File: config.mk
export PLATFORM = sky130hd
export DESIGN_NAME = three_mode_pulse_pwm_timer_top_flat
export DESIGN_NICKNAME = d
export VERILOG_FILES = /design/src/design/tmp_pkg.sv /design/src/design/tmp_in_if.sv /design/src/design/tmp_out_if.sv /design/src/design/tmp_in_stage.sv /design/src/design/tmp_core.sv /design/src/design/three_mode_pulse_pwm_timer_top.sv /design/src/flat_wrapper.sv
export SDC_FILE = /design/constraint.sdc
export NUM_CORES = 1
export LEC_CHECK = 0
export ABC_AREA = 0
export BUFFER_PORTS_ARGS = -buffer_cell sky130_fd_sc_hd__buf_2
export CAP_MARGIN = 5
export CORE_ASPECT_RATIO = 2
export CORE_MARGIN = 2
export CORE_UTILIZATION = 35
export CTS_CLUSTER_SIZE = 16
export DETAILED_ROUTE_END_ITERATION = 10
export GPL_TIMING_DRIVEN = 0
export SLEW_MARGIN = 20
export SYNTH_ARGS = -nofsm -noshare
export SYNTH_HDL_FRONTEND = slang
export SYNTH_SLANG_ARGS = --single-unit
File: constraint.sdc
create_clock -name clk_i -period 3.4 [get_ports clk_i]
set_clock_uncertainty 0.05 [all_clocks]
set_input_delay 0.34 -clock clk_i [delete_from_list [all_inputs] [get_ports clk_i]]
set_output_delay 0.34 -clock clk_i [all_outputs]
set_load 0.005 [all_outputs]
File: src/design/tmp_pkg.sv
// ============================================================================
// tmp_pkg
// Types and constants shared by the three-mode pulse/PWM timer modules.
// ============================================================================
`default_nettype none

package tmp_pkg;

  // Item kinds; code 3 carries no action and reports the state only
  typedef enum logic [1:0] {
    KIND_TICK    = 2'd0,
    KIND_TRIGGER = 2'd1,
    KIND_POLL    = 2'd2
  } kind_e;

  // Output modes
  typedef enum logic [1:0] {
    MODE_PULSE   = 2'd0,
    MODE_TOGGLE  = 2'd1,
    MODE_ONESHOT = 2'd2
  } mode_e;

  localparam int unsigned CntW = 9;
  localparam int unsigned AdcW = 8;

  // Toggle mode wraps the tick counter once it passes this value
  localparam logic [CntW-1:0] ToggleWrap = 9'd256;

  typedef struct packed {
    logic [1:0]      mode;
    logic            select_timer;
    logic            select_pulse;
    logic            level_high;
    logic [AdcW-1:0] adc_sample;
  } in_item_t;

  typedef struct packed {
    logic       drive_level;
    logic       timer_on;
    logic [1:0] active_mode;
  } out_item_t;

endpackage

`default_nettype wire

File: src/design/tmp_in_if.sv
// ============================================================================
// tmp_in_if
// Input channel: valid/ready handshake with the trigger/tick/poll item.
// ============================================================================
`default_nettype none

interface tmp_in_if;
  logic       valid;
  logic       ready;
  logic [1:0] mode;
  logic       select_timer;
  logic       select_pulse;
  logic       level_high;
  logic [7:0] adc_sample;

  modport source (output valid, output mode, output select_timer, output select_pulse,
                  output level_high, output adc_sample, input ready);
  modport sink   (input valid, input mode, input select_timer, input select_pulse,
                  input level_high, input adc_sample, output ready);
endinterface

`default_nettype wire

File: src/design/tmp_out_if.sv
// ============================================================================
// tmp_out_if
// Result channel: valid/ready handshake with the output state item.
// ============================================================================
`default_nettype none

interface tmp_out_if;
  logic       valid;
  logic       ready;
  logic       drive_level;
  logic       timer_on;
  logic [1:0] active_mode;

  modport source (output valid, output drive_level, output timer_on,
                  output active_mode, input ready);
  modport sink   (input valid, input drive_level, input timer_on,
                  input active_mode, output ready);
endinterface

`default_nettype wire

File: src/design/tmp_in_stage.sv
// ============================================================================
// tmp_in_stage
// Input register: capture one item per cycle while the core keeps taking them, and hand it to the core.
// ============================================================================
`default_nettype none

module tmp_in_stage
  import tmp_pkg::*;
(
  input  wire logic     clk_i,
  input  wire logic     rst_ni,
  input  wire logic     in_valid_i,
  output logic          in_ready_o,
  input  wire in_item_t in_item_i,
  output logic          item_valid_o,
  input  wire logic     item_ready_i,
  output in_item_t      item_o
);

  logic     valid_q, valid_d;
  in_item_t item_q;

  assign in_ready_o   = !valid_q || item_ready_i;
  assign item_valid_o = valid_q;
  assign item_o       = item_q;

  always_comb begin
    valid_d = valid_q;
    if (in_ready_o) begin
      valid_d = in_valid_i;
    end
  end

  always_ff @(posedge clk_i or negedge rst_ni) begin
    if (!rst_ni) begin
      valid_q <= 1'b0;
    end else begin
      valid_q <= valid_d;
    end
  end

  always_ff @(posedge clk_i) begin
    if (in_ready_o && in_valid_i) begin
      item_q <= in_item_i;
    end
  end

endmodule

`default_nettype wire

File: src/design/tmp_core.sv
// ============================================================================
// tmp_core
// Timer state, single-pass next-state logic and the result register.
// ============================================================================
`default_nettype none

module tmp_core
  import tmp_pkg::*;
#(
  parameter int unsigned PERIOD_TICKS = 17
) (
  input  wire logic     clk_i,
  input  wire logic     rst_ni,
  input  wire logic     item_valid_i,
  output logic          item_ready_o,
  input  wire in_item_t item_i,
  output logic          res_valid_o,
  input  wire logic     res_ready_i,
  output out_item_t     res_o
);

  localparam logic [CntW-1:0] PeriodLimit = CntW'(PERIOD_TICKS);

  mode_e           mode_q, mode_d;
  logic [AdcW-1:0] limit_q, limit_d;
  logic [CntW-1:0] tick_q, tick_d;
  logic [CntW-1:0] per_q, per_d;
  logic            flag_q, flag_d;
  logic            level_q, level_d;
  logic            run_q, run_d;
  logic            res_valid_q;
  out_item_t       res_q;

  logic            step;
  logic [CntW-1:0] tick_inc;
  logic [CntW-1:0] per_inc;
  logic [CntW-1:0] limit_ext;

  assign item_ready_o = !res_valid_q || res_ready_i;
  assign step         = item_valid_i && item_ready_o;
  assign res_valid_o  = res_valid_q;
  assign res_o        = res_q;

  assign tick_inc  = tick_q + CntW'(1);
  assign per_inc   = per_q + CntW'(1);
  assign limit_ext = CntW'(limit_q);

  always_comb begin
    mode_d  = mode_q;
    limit_d = limit_q;
    tick_d  = tick_q;
    per_d   = per_q;
    flag_d  = flag_q;
    level_d = level_q;
    run_d   = run_q;
    case (kind_e'(item_i.mode))
      KIND_TICK: begin
        if (run_q) begin
          tick_d = tick_inc;
          case (mode_q)
            MODE_TOGGLE: begin
              level_d = tick_inc < limit_ext;
              if (tick_inc > ToggleWrap) begin
                tick_d = '0;
              end
            end
            MODE_ONESHOT: begin
              if (tick_inc > PeriodLimit) begin
                tick_d = '0;
                per_d  = per_inc;
                if (per_inc > limit_ext) begin
                  level_d = 1'b0;
                  run_d   = 1'b0;
                  per_d   = '0;
                end
              end
            end
            default: begin
              if (tick_inc > limit_ext) begin
                level_d = !level_q;
                tick_d  = '0;
              end
            end
          endcase
        end
      end
      KIND_TRIGGER: begin
        if (item_i.select_timer) begin
          mode_d  = MODE_ONESHOT;
          limit_d = {1'b0, item_i.adc_sample[AdcW-1:1]};
          tick_d  = '0;
          per_d   = '0;
          level_d = 1'b1;
          run_d   = 1'b1;
        end else if (item_i.select_pulse) begin
          mode_d  = MODE_PULSE;
          level_d = 1'b1;
        end else begin
          mode_d = MODE_TOGGLE;
          flag_d = !flag_q;
          tick_d = '0;
        end
      end
      KIND_POLL: begin
        if (item_i.select_pulse && item_i.level_high) begin
          limit_d = {2'b00, item_i.adc_sample[AdcW-1:2]};
          run_d   = 1'b1;
        end else if (!item_i.select_pulse && !item_i.select_timer) begin
          if (flag_q) begin
            limit_d = item_i.adc_sample;
            run_d   = 1'b1;
          end else begin
            run_d   = 1'b0;
            level_d = 1'b0;
          end
        end else if (item_i.select_pulse) begin
          run_d   = 1'b0;
          tick_d  = '0;
          level_d = 1'b0;
        end
      end
      default: begin
      end
    endcase
  end

  always_ff @(posedge clk_i or negedge rst_ni) begin
    if (!rst_ni) begin
      mode_q      <= MODE_PULSE;
      limit_q     <= '0;
      tick_q      <= '0;
      per_q       <= '0;
      flag_q      <= 1'b0;
      level_q     <= 1'b0;
      run_q       <= 1'b0;
      res_valid_q <= 1'b0;
    end else begin
      if (step) begin
        mode_q  <= mode_d;
        limit_q <= limit_d;
        tick_q  <= tick_d;
        per_q   <= per_d;
        flag_q  <= flag_d;
        level_q <= level_d;
        run_q   <= run_d;
      end
      if (item_ready_o) begin
        res_valid_q <= item_valid_i;
      end
    end
  end

  always_ff @(posedge clk_i) begin
    if (step) begin
      res_q.drive_level <= level_d;
      res_q.timer_on    <= run_d;
      res_q.active_mode <= mode_d;
    end
  end

endmodule

`default_nettype wire

File: src/design/three_mode_pulse_pwm_timer_top.sv
// ============================================================================
// three_mode_pulse_pwm_timer_top
// Pulse / software-PWM / timed one-shot output driver with item handshakes.
// ============================================================================
// Usage:
//   in_i carries one item per handshake: a timer tick, a trigger event or a
//   poll pass, with the switch levels and an ADC sample. out_o returns one
//   result item per input item: output level, timer running flag and the
//   active mode, all taken after that item's update.
//   An accepted item sits in the input register while the next-state logic
//   works on it, and the result register then captures the update.
//   Throughput is one item per cycle while out_o.ready stays high, set by
//   the state update in the core.
//   Reset clears all timer state (pulse mode, output low, timer stopped) and
//   empties both registers.
//   When the receiver stalls, the result register holds its item, the input
//   register holds the next one, and in_i.ready drops once both are full;
//   nothing is dropped or repeated.
//   PERIOD_TICKS sets the one-shot period: a period lasts PERIOD_TICKS+1
//   ticks (range 0..510).
// ============================================================================
`default_nettype none

module three_mode_pulse_pwm_timer_top
  import tmp_pkg::*;
#(
  parameter int unsigned PERIOD_TICKS = 17
) (
  input  wire logic clk_i,
  input  wire logic rst_ni,
  tmp_in_if.sink    in_i,
  tmp_out_if.source out_o
);

  in_item_t  in_item;
  in_item_t  stage_item;
  logic      stage_valid;
  logic      core_ready;
  out_item_t res;

  // Pack the input channel fields into one item
  assign in_item.mode         = in_i.mode;
  assign in_item.select_timer = in_i.select_timer;
  assign in_item.select_pulse = in_i.select_pulse;
  assign in_item.level_high   = in_i.level_high;
  assign in_item.adc_sample   = in_i.adc_sample;

  // Hold the accepted item until the core takes it
  tmp_in_stage u_in_stage (
    .clk_i        (clk_i),
    .rst_ni       (rst_ni),
    .in_valid_i   (in_i.valid),
    .in_ready_o   (in_i.ready),
    .in_item_i    (in_item),
    .item_valid_o (stage_valid),
    .item_ready_i (core_ready),
    .item_o       (stage_item)
  );

  // Apply the item to the timer state and register the result
  tmp_core #(
    .PERIOD_TICKS (PERIOD_TICKS)
  ) u_core (
    .clk_i        (clk_i),
    .rst_ni       (rst_ni),
    .item_valid_i (stage_valid),
    .item_ready_o (core_ready),
    .item_i       (stage_item),
    .res_valid_o  (out_o.valid),
    .res_ready_i  (out_o.ready),
    .res_o        (res)
  );

  // Unpack the result onto the output channel
  assign out_o.drive_level = res.drive_level;
  assign out_o.timer_on    = res.timer_on;
  assign out_o.active_mode = res.active_mode;

endmodule

`default_nettype wire

File: src/flat_wrapper.sv
// flat-port wrapper written by rule: the top's interface ports become plain ports
module three_mode_pulse_pwm_timer_top_flat import tmp_pkg::*;
#(
  parameter int unsigned PERIOD_TICKS = 17
)
  (clk_i, rst_ni, in_i_valid, in_i_mode, in_i_select_timer, in_i_select_pulse, in_i_level_high, in_i_adc_sample, in_i_ready, out_o_valid, out_o_drive_level, out_o_timer_on, out_o_active_mode, out_o_ready);
  tmp_in_if in_i_i ();
  tmp_out_if out_o_i ();
  input  wire logic clk_i;
  input  wire logic rst_ni;
  input wire logic [$bits(in_i_i.valid)-1:0] in_i_valid;
  input wire logic [$bits(in_i_i.mode)-1:0] in_i_mode;
  input wire logic [$bits(in_i_i.select_timer)-1:0] in_i_select_timer;
  input wire logic [$bits(in_i_i.select_pulse)-1:0] in_i_select_pulse;
  input wire logic [$bits(in_i_i.level_high)-1:0] in_i_level_high;
  input wire logic [$bits(in_i_i.adc_sample)-1:0] in_i_adc_sample;
  output wire logic [$bits(in_i_i.ready)-1:0] in_i_ready;
  output wire logic [$bits(out_o_i.valid)-1:0] out_o_valid;
  output wire logic [$bits(out_o_i.drive_level)-1:0] out_o_drive_level;
  output wire logic [$bits(out_o_i.timer_on)-1:0] out_o_timer_on;
  output wire logic [$bits(out_o_i.active_mode)-1:0] out_o_active_mode;
  input wire logic [$bits(out_o_i.ready)-1:0] out_o_ready;
  assign in_i_i.valid = in_i_valid;
  assign in_i_i.mode = in_i_mode;
  assign in_i_i.select_timer = in_i_select_timer;
  assign in_i_i.select_pulse = in_i_select_pulse;
  assign in_i_i.level_high = in_i_level_high;
  assign in_i_i.adc_sample = in_i_adc_sample;
  assign in_i_ready = in_i_i.ready;
  assign out_o_valid = out_o_i.valid;
  assign out_o_drive_level = out_o_i.drive_level;
  assign out_o_timer_on = out_o_i.timer_on;
  assign out_o_active_mode = out_o_i.active_mode;
  assign out_o_i.ready = out_o_ready;
  three_mode_pulse_pwm_timer_top #(.PERIOD_TICKS(PERIOD_TICKS)) u_core (.clk_i(clk_i), .rst_ni(rst_ni), .in_i(in_i_i), .out_o(out_o_i));
endmodule
Word level (Yosys, flattened, before mapping)
Index checks and enable logic that the tools add are counted.
{"block": "totals", "wordCells": 107, "reg_bits": 50, "output_inout_bits": 6}
{"block": "op_classes", "reduce_logical": 20, "n_bitwise": 2, "n_lt_le_gt_ge": 5, "muxes": 47, "add_sub_neg": 2, "n_eq_ne": 14}
{"operator": "9-bit 2-to-1 mux", "count": 14}
{"operator": "9-bit one-hot mux with 2 select lines", "count": 2}
{"operator": "8-bit 2-to-1 mux", "count": 4}
{"operator": "9-bit one-hot mux with 3 select lines", "count": 1}
{"operator": "1-bit 2-to-1 mux", "count": 20}
{"operator": "9-bit by 1-bit adder with 9-bit output (second input constant)", "count": 2}
{"operator": "9-bit by 8-bit > comparator with 1-bit output", "count": 2}
{"operator": "8-bit one-hot mux with 2 select lines", "count": 1}
{"operator": "2-bit != test (second input constant)", "count": 5}
{"operator": "9-bit by 5-bit > comparator with 1-bit output (second input constant)", "count": 1}
{"operator": "9-bit > comparator (second input constant)", "count": 1}
{"operator": "9-bit by 8-bit less-than comparator with 1-bit output", "count": 1}
{"operator": "7-bit AND reduction", "count": 1}
{"operator": "1-bit logical NOT", "count": 6}
{"operator": "3-bit != test (second input constant)", "count": 2}
{"operator": "1-bit one-hot mux with 3 select lines", "count": 2}
{"operator": "6-bit AND reduction", "count": 1}
{"operator": "5-bit AND reduction", "count": 1}
{"operator": "2-bit by 1-bit == test with 1-bit output (second input constant)", "count": 2}
{"operator": "2-bit == test (second input constant)", "count": 2}
{"operator": "1-bit logical AND", "count": 4}
{"operator": "2-bit 2-to-1 mux", "count": 2}
{"operator": "2-bit by 1-bit != test with 1-bit output (second input constant)", "count": 2}
{"operator": "4-bit AND reduction", "count": 1}
{"operator": "7 further kinds", "count": 10}

Depth between registers and ports, before layout
Gate-level depths: netlist of the first run.
{"block": "depth", "ltp_word": 7, "ltp_mapped": 13, "ltp_nobuf": 12}

By module
Synthesis of the first run repeated with hierarchy kept, for this count alone.
{"block": "unflattened", "hier_cells": 352, "hier_area_um2": 3298.2}
{"module": "tmp_core", "area_each_um2": 2854.0, "n_inst": 1, "cells_each": 335}
{"module": "tmp_in_stage", "area_each_um2": 444.2, "n_inst": 1, "cells_each": 17}

Least setup slack after synthesis of the first run
OpenSTA, ideal clock, no wires.
{"block": "synth_path", "path_kind": "register to register", "from": "register u_core.u_core.tick_q[0]", "to": "register u_core.u_core.res_o[3] (netlist name)", "period_less_slack_ps": 2600, "path_stages_with_launch": 13, "path_buffers": 0, "setup_slack_ps": 800, "arrival_time_ps": 2290, "setup_ps": 260, "path_cell_list": "dfrtp_1 > ha_1 > and4_1 > nand2_1 > xnor2_1 > ha_1 > a22oi_1 > nand2_1 > o21ai_0 > o21ai_0 > nand2b_1 > a21oi_1 > a211oi_1"}
{"block": "synth_between", "elab_chain_cells": 6}
{"item": "start: declaration", "line": "tmp_core.sv:26", "text": "logic [CntW-1:0] tick_q, tick_d;"}
{"item": "start signal: assignment", "line": "tmp_core.sv:141", "text": "tick_q <= tick_d;"}
{"item": "9-bit by 1-bit adder with 9-bit output *", "line": "tmp_core.sv:44", "text": "assign tick_inc = tick_q + CntW'(1);"}
{"item": "9-bit by 8-bit > comparator with 1-bit output or 9-bit by 5-bit > comparator with 1-bit output (tied branches)", "line": "tmp_core.sv:79, tmp_core.sv:68"}
{"item": "1-bit 2-to-1 mux, on equally long branches", "line": "tmp_core.sv:79, tmp_core.sv:68"}
{"item": "1-bit one-hot mux with 2 select lines *", "line": "tmp_core.sv:60", "text": "case (mode_q)"}
{"item": "1-bit 2-to-1 mux *", "line": "tmp_core.sv:58", "text": "if (run_q) begin"}
{"item": "1-bit one-hot mux with 3 select lines *", "line": "tmp_core.sv:56", "text": "case (kind_e'(item_i.mode))"}
{"item": "via u_core.u_core.level_d", "line": "tmp_core.sv:29", "text": "logic level_q, level_d;"}
Mark *: on every way through the listed nets, which the timed path passes. The rest lies on a longest branch.
A chain may end at the register's enable or synchronous reset.

Worst setup path in the final report of the first run
{"block": "layout_path", "from": "register u_core.u_core.tick_q[0]", "to": "register u_core.u_core.res_o[3] (netlist name)"}
{"block": "layout_between", "elab_chain_cells": 6}
{"item": "9-bit by 1-bit adder with 9-bit output *", "line": "tmp_core.sv:44"}
{"item": "9-bit by 8-bit > comparator with 1-bit output or 9-bit by 5-bit > comparator with 1-bit output (tied branches)", "line": "tmp_core.sv:79, tmp_core.sv:68"}
{"item": "1-bit 2-to-1 mux, on equally long branches", "line": "tmp_core.sv:79, tmp_core.sv:68"}
{"item": "1-bit one-hot mux with 2 select lines *", "line": "tmp_core.sv:60"}
{"item": "1-bit 2-to-1 mux *", "line": "tmp_core.sv:58"}
{"item": "1-bit one-hot mux with 3 select lines *", "line": "tmp_core.sv:56"}
{"item": "via u_core.u_core.level_d", "line": "tmp_core.sv:29"}
Marks and branches as above.

==> results.py, run 1 <==
metrics = {
    "run_status": {
        "outcome": "finished, final reports clean",
    },
    "detailed_routing": {
        "viasPerCell": 5.526,
        "drt-pass1-iter-count": 5,
        "drtAntennaViolNets": 0,
        "drcViolationCount": 0,
        "avgRoutedWirePerCell_um": 15.57,
        "routed-via-count": 2658,
        "first_iter_violations": 111,
        "routed_wl_um": 7488,
    },
    "worst_setup_path": {
        "slowest_stage": "dfrtp_2",
        "r2r_cells": 12,
        "crit_arrival_ps": 3120,
        "worst_setup_path_end_kind": "flop",
        "r2r_end": "u_core.u_core.res_o[3]",
        "crit_fanout": 9,
        "cpPeakStageDelay_ps": 460,
        "start_kind": "flop",
        "rrSetupSlack_ps": 360,
        "worstSetupPathType": "reg2reg",
        "worst_r2r_startpoint": "u_core.u_core.tick_q[0]",
        "cp.required_ps": 3480,
        "cp_cell_sequence": "ha_1, and2_1, nand2_1, xnor2_1, ha_1, a22oi_1, nand2_1, o21ai_0, a31oi_1, o21ai_0, nor2_1, a211oi_1",
    },
    "sta": {
        "max_freq_mhz": 328.8,
        "post-route-min-period_ps": 3041,
        "slew_headroom": 0.4833,
        "finalMaxSlewViolations": 0,
        "rsz0062_at_grt": "no",
        "fin_crit_sh": 0.8945,
        "hold_viol_final": 0,
        "hold_ws_ps": 62.96,
        "worst_pin_slew_ps": 775.1,
        "finalSetupTns_ps": 0,
        "setup_ws_ps": 358.5,
        "finalSetupViolations": 0,
    },
    "global_route": {
        "track_usage": 0.1597,
        "grt_pass1_vias": 2702,
        "grt_max_degree": 34,
        "grt_overflow": 0,
        "antenna_found_initial": 0,
        "grt_pass1_wl_um": 12610,
    },
    "synth": {
        "synth_cell_type_count": 57,
        "synth-seq-cells": 50,
        "synth_compound_area_frac": 0.1888,
        "syn_nets": 392,
        "synthMuxAreaShare": 0.01002,
        "synth_fa_ha_area_frac": 0.1002,
        "yosys.area_share.simple": 0.2139,
        "ys.flop_type": "dfrtp_1",
        "synth_top_family_by_area": "simple AND/OR/NAND/NOR gates",
        "synth_area_per_cell_sq_um": 9.303,
        "synthArstFlopShare": 0.6600,
        "yosysTopAreaCellShare": 0.2543,
        "yosys-top-cells-area": "dfrtp_1, edfxtp_1, ha_1, nand2_1, o21ai_0",
        "synth.most_common_cell": "nand2_1",
        "synthCells": 349,
        "yosys_warnings": 0,
        "synth_edf_count": 17,
        "yosysTopAreaCell": "dfrtp_1",
        "synth-xor-area-share": 0.02967,
        "syn-cell-area_sq_mm": 0.003247,
        "yosysSeqAreaShare": 0.4116,
        "synthTopCellsByCount": "nand2_1, dfrtp_1, ha_1",
    },
    "clocking": {
        "root_buffer": "clkbuf_16",
        "h-tree-depth": 2,
        "clk-insertion-delay-late_ps": 300,
        "cts_buffers": 5,
        "path_clk_slew_ps": 70,
        "tritoncts": "yes",
        "clock_path_buffers": 2,
        "clock-sinks": 50,
        "cts_setup_buffers": 0,
    },
    "pwr": {
        "vdd_ir_drop_max_v": 0.0003306,
        "pwr_density_cell_mw_per_mm2": 501.1,
        "p_total_mw": 1.819,
        "power.leakage_nw": 1.619,
    },
    "floorplan": {
        "dieArea_sq_mm": 0.01011,
        "start_util": 0.3603,
        "coreArea_sq_mm": 0.009012,
        "ios": 23,
        "dieHeight_um": 140.2,
        "fp-row-count": 49,
        "die_w_um": 72.11,
    },
    "finish": {
        "area_growth_pct": 11.83,
        "drive_above_1_share": 0.1240,
        "utilization": 0.4029,
        "antenna_cells": 0,
        "nNetsFinal": 421,
        "n_fill_cell": 866,
    },
    "place": {
        "dp_hpwl_um": 5955,
        "gp_congestion": 0.8660,
        "post-place-ws_ps": 280.1,
        "port_buffers": 22,
    },
    "worst_hold_path": {
        "hp-class": "in2async",
    },
    "job": {
        "maxCapViolations": 0,
    },
}
==> worst max-delay path by stage <==
stage / start / endpoint / slack [ps] / cells after the start
2_1_floorplan: u_core.u_core.tick_q[0] / u_core.u_core.res_o[3] / 800 / 12
4_1_cts: u_core.u_core.tick_q[0] / u_core.u_core.res_o[3] / 260 / 12
3_3_place_gp: u_core.u_core.tick_q[0] / u_core.u_core.res_o[3] / 210 / 12
3_5_place_dp: u_core.u_core.tick_q[0] / u_core.u_core.res_o[3] / 280 / 12
6_report: u_core.u_core.tick_q[0] / u_core.u_core.res_o[3] / 360 / 12
5_1_grt: u_core.u_core.tick_q[0] / u_core.u_core.res_o[3] / 20 / 12
==> cell usage in the layout (no fill, tap or decap), types with 2 or more instances in the layout <==
master,instances
nand2b_1,10
nand3b_1,3
inv_1,23
a22o_1,4
a31oi_1,3
xnor2_1,8
xor2_1,3
nor2_1,17
o31ai_1,3
or2_2,4
and3_1,6
o21ai_0,24
a211oi_1,2
dfrtp_1,32
ha_1,26
nand3_1,20
o211ai_1,13
and2_1,4
mux2_2,2
clkbuf_1,5
buf_2,24
nand4_1,5
o21a_1,3
edfxtp_1,17
clkbuf_16,5
nor2b_1,10
a21o_1,4
a21oi_1,14
nor3_1,9
buf_6,2
nand2_1,43
==> critical path: cells and delay by family (launching register included) <==
family                     cells  cell delay, ps
AOI/OAI and AO/OA              5            1020
and+or+nand+nor                4             520
adders and majority gates      2             590
xor gates and xnor gates       1             240
DFF                            1             460
==> where the power goes <==
part | leakage, nW | switching [mW] | total, mW | internal [mW]
sequential | 0.591 | 0.0748 | 0.786 | 0.711
clock | 0.0679 | 0.230 | 0.503 | 0.273
combinational | 0.960 | 0.320 | 0.530 | 0.210
==> metrics by stage <==
| step | cells | cell area, sq um |
|---|---|---|
| after global routing | 481 | 3631 |
| after CTS | 481 | 3630 |
| after detailed placement | 473 | 3485 |
| after global placement | 473 | 3485 |
| after floorplan | 349 | 3247 |
| final | 481 | 3631 |
==> final cells by class <==
class / count / area, sq um / share of cell area
Multi-Input combinational cell: 265 / 1762 / 0.4852
Sequential cell: 50 / 1338 / 0.3684
Tap cell: 102 / 127.6 / 0.03515
Clock buffer: 5 / 125.1 / 0.03446
Timing Repair Buffer: 22 / 110.1 / 0.03032
Inverter: 23 / 86.33 / 0.02378
Buffer: 11 / 62.56 / 0.01723
Clock inverter: 3 / 20.02 / 0.005513
==> flip-flops by register name (all words and copies together), names as in the netlist, 2 cells and up <==
register and flops:
u_core.u_core.res_o 4, u_core.u_core.mode_q 2, u_core.u_in_stage.item_o 13, u_core.u_core.limit_q 8, u_core.u_core.tick_q 9, u_core.u_core.per_q 9
==> routing by layer <==
| metal | wire length (um) | vias up | share of wire | GRT usage |
|---|---|---|---|---|
| li1 | - | 1326 | - | - |
| met1 | 2588 | 1243 | 0.35 | 0.1471 |
| met2 | 4268 | 65 | 0.57 | 0.3119 |
| met3 | 247 | 24 | 0.033 | 0.02374 |
| met4 | 382 | 0 | 0.051 | 0.09136 |
| met5 | 0 | - | 0 | 0 |
==> what timing repair did <==
action / in CTS / in global routing
hold buffers: 0 / 0
endpoints found under the setup margin: 0 / 2
resized for setup: 0 / 1
==> logic make-up (layout without fill, tap and decap cells) <==
kind of cell,after synthesis,in the layout
buffers and inverters,34,64
XOR/XNOR,11,11
adder cells (fa/ha/maj),26,26
flip-flops,50,50
multiplexers,3,3
AND/OR/NAND/NOR,138,138
AO/OA/AOI/OAI,87,87
(Power assumes the default switching activity.)
==> run 2, diff against run 1 <==
--- a/config.mk
+++ b/config.mk
@@ -8,12 +8,16 @@
 export ABC_AREA = 0
 export BUFFER_PORTS_ARGS = -buffer_cell sky130_fd_sc_hd__buf_2
 export CAP_MARGIN = 5
+export CELL_PAD_IN_SITES_DETAIL_PLACEMENT = 1
+export CELL_PAD_IN_SITES_GLOBAL_PLACEMENT = 2
 export CORE_ASPECT_RATIO = 2
 export CORE_MARGIN = 2
 export CORE_UTILIZATION = 35
 export CTS_CLUSTER_SIZE = 16
 export DETAILED_ROUTE_END_ITERATION = 10
+export GPL_ROUTABILITY_DRIVEN = 0
 export GPL_TIMING_DRIVEN = 0
+export PLACE_DENSITY_LB_ADDON = 0.1
 export SLEW_MARGIN = 20
 export SYNTH_ARGS = -nofsm -noshare
 export SYNTH_HDL_FRONTEND = slang
==> run 2 against run 1 <==
Routed wire length grew 18%. Worst setup slack gained 10 ps. Sequential power is essentially flat. Cell area grew 0.79%. Via count grew 0.87%. Clock-buffer cell count is the same. Hold slack gained 23 ps. Clock power grew 19%. Non-clock buffer count is the same. Combinational power grew 4.0%. Critical endpoint unchanged.
==> results.py, run 2 (same netlist as run 1, synthesis figures left out) <==
metrics = {
    "place": {
        "post-place-ws_ps": 235.2,
        "placed_cell_area_sq_mm": 0.003485,
        "port_buffers": 22,
        "dp_hpwl_um": 7070,
        "dpl.cell_count": 473,
    },
    "detailed_routing": {
        "avgRoutedWirePerCell_um": 18.37,
        "routed_wl_um": 8837,
        "drtAntennaViolNets": 0,
        "drcViolationCount": 0,
        "first_iter_violations": 73,
        "viasPerCell": 5.574,
        "routed-via-count": 2681,
        "drt-pass1-iter-count": 4,
    },
    "floorplan": {
        "ios": 23,
        "coreArea_sq_mm": 0.009012,
        "dieHeight_um": 140.2,
        "fp-row-count": 49,
        "die_w_um": 72.11,
        "dieArea_sq_mm": 0.01011,
        "start_util": 0.3603,
    },
    "worst_setup_path": {
        "worst_setup_path_end_kind": "flop",
        "start_kind": "flop",
        "crit_fanout": 9,
        "cp.required_ps": 3480,
        "worstSetupPathType": "reg2reg",
        "crit_arrival_ps": 3110,
    },
    "global_route": {
        "track_usage": 0.1910,
        "grt_pass1_wl_um": 14680,
        "antenna_found_initial": 0,
        "grt_overflow": 0,
        "grt_pass1_vias": 3022,
        "grt_max_degree": 34,
    },
    "clocking": {
        "h-tree-depth": 2,
        "cts_buffers": 5,
        "root_buffer": "clkbuf_16",
        "clock_path_buffers": 2,
        "clk-insertion-delay-late_ps": 300,
        "tritoncts": "yes",
        "clock-sinks": 50,
        "path_clk_slew_ps": 70,
        "cts_hold_buffers": 0,
    },
    "finish": {
        "antenna_cells": 0,
        "drive_above_1_share": 0.1266,
        "finish.instance_area_sq_mm": 0.003660,
        "finalNonFillerCells": 481,
        "nNetsFinal": 421,
        "area_growth_pct": 12.72,
        "n_fill_cell": 1067,
        "final_common_cell": "nand2_1",
        "largest_reg_flops": 13,
        "final_cell_mix": "nand2_1, dfrtp_1, ha_1",
    },
    "sta": {
        "post-route-min-period_ps": 3031,
        "finalSetupViolations": 0,
        "setup_ws_ps": 368.7,
        "worst_pin_slew_ps": 833.1,
        "finalMaxSlewViolations": 0,
        "rsz0062_at_grt": "no",
        "finalSetupTns_ps": 0,
        "fin_crit_sh": 0.8916,
        "hold_viol_final": 0,
        "max_freq_mhz": 329.9,
        "slew_headroom": 0.4446,
        "hold_ws_ps": 85.81,
    },
    "pwr": {
        "power.leakage_nw": 1.634,
        "vdd_ir_drop_max_v": 0.0002587,
        "pwr_density_cell_mw_per_mm2": 529.8,
    },
    "worst_hold_path": {
        "hp-class": "in2async",
    },
    "job": {
        "maxCapViolations": 0,
    },
    "run_status": {
        "outcome": "finished, final reports clean",
    },
}
==> run 2: cell count changes in the layout (fill, tap and decap cells not counted) <==
cell and change:
bufinv_16 +1, clkinv_1 -1, inv_6 -1, inv_8 +1
==> run 2: cell type report <==
| type | instances | area [sq um] | share of cell area |
|---|---|---|---|
| multi-input combinational | 265 | 1762 | 0.4814 |
| sequential | 50 | 1338 | 0.3655 |
| tap | 102 | 127.6 | 0.03487 |
| clock buffer | 5 | 125.1 | 0.03419 |
| timing repair buffer | 22 | 110.1 | 0.03009 |
| inverter | 23 | 86.33 | 0.02359 |
| buffer | 11 | 62.56 | 0.01709 |
| clock inverter | 3 | 48.80 | 0.01333 |
==> run 2: metrics by stage <==
step / utilization / total power [mW]
floorplan: - / 1.155
global placement: 0.3866 / 1.329
detailed placement: 0.3866 / 1.356
CTS: 0.4059 / 1.972
global route: 0.4061 / 2.068
finish: 0.4061 / 1.939
==> run 2: repair_timing <==
action,CTS,global route
gates resized for setup,0,1
endpoints found under the setup margin,0,2
buffers inserted,0,0
==> run 2: layer usage <==
metal | part of all wire | global-route usage
met1 | 0.36 | 0.1831
met2 | 0.58 | 0.3776
met3 | 0.019 | 0.02302
met4 | 0.042 | 0.09235
met5 | 0 | 0
==> run 2: path summary, 6_finish.rpt <==
| path | from | cells after the start | to | slack (ps) |
|---|---|---|---|---|
| max | u_core.u_core.tick_q[0] | 12 | u_core.u_core.res_o[3] | 370 |
| min | rst_ni | 1 | u_core.u_core.per_q[5] | 90 |
| max reg2reg | u_core.u_core.tick_q[0] | 12 | u_core.u_core.res_o[3] | 370 |
| min reg2reg | u_core.u_in_stage.item_valid_o | 1 | u_core.u_core.res_valid_o | 450 |
| max in group asynchronous | rst_ni | 1 | u_core.u_core.tick_q[0] | 2640 |
| min in group clk_i | in_i_adc_sample[2] | 1 | u_core.u_in_stage.item_o[2] | 170 |
==> run 2: power by group <==
part	switching, mW	total, mW	internal, mW
Sequential	0.0765	0.787	0.711
Combinational	0.339	0.551	0.212
Clock	0.247	0.600	0.353
==> run 2: critical path: stages (launching register included) <==
cell and delay, ps:
dfrtp_2 470, ha_1 270, and2_1 270, nand2_1 100
xnor2_1 200, ha_1 300, a22oi_1 170, nand2_1 90
o21ai_0 260, a31oi_1 130, o21ai_0 250, nor2_1 70
a211oi_1 230
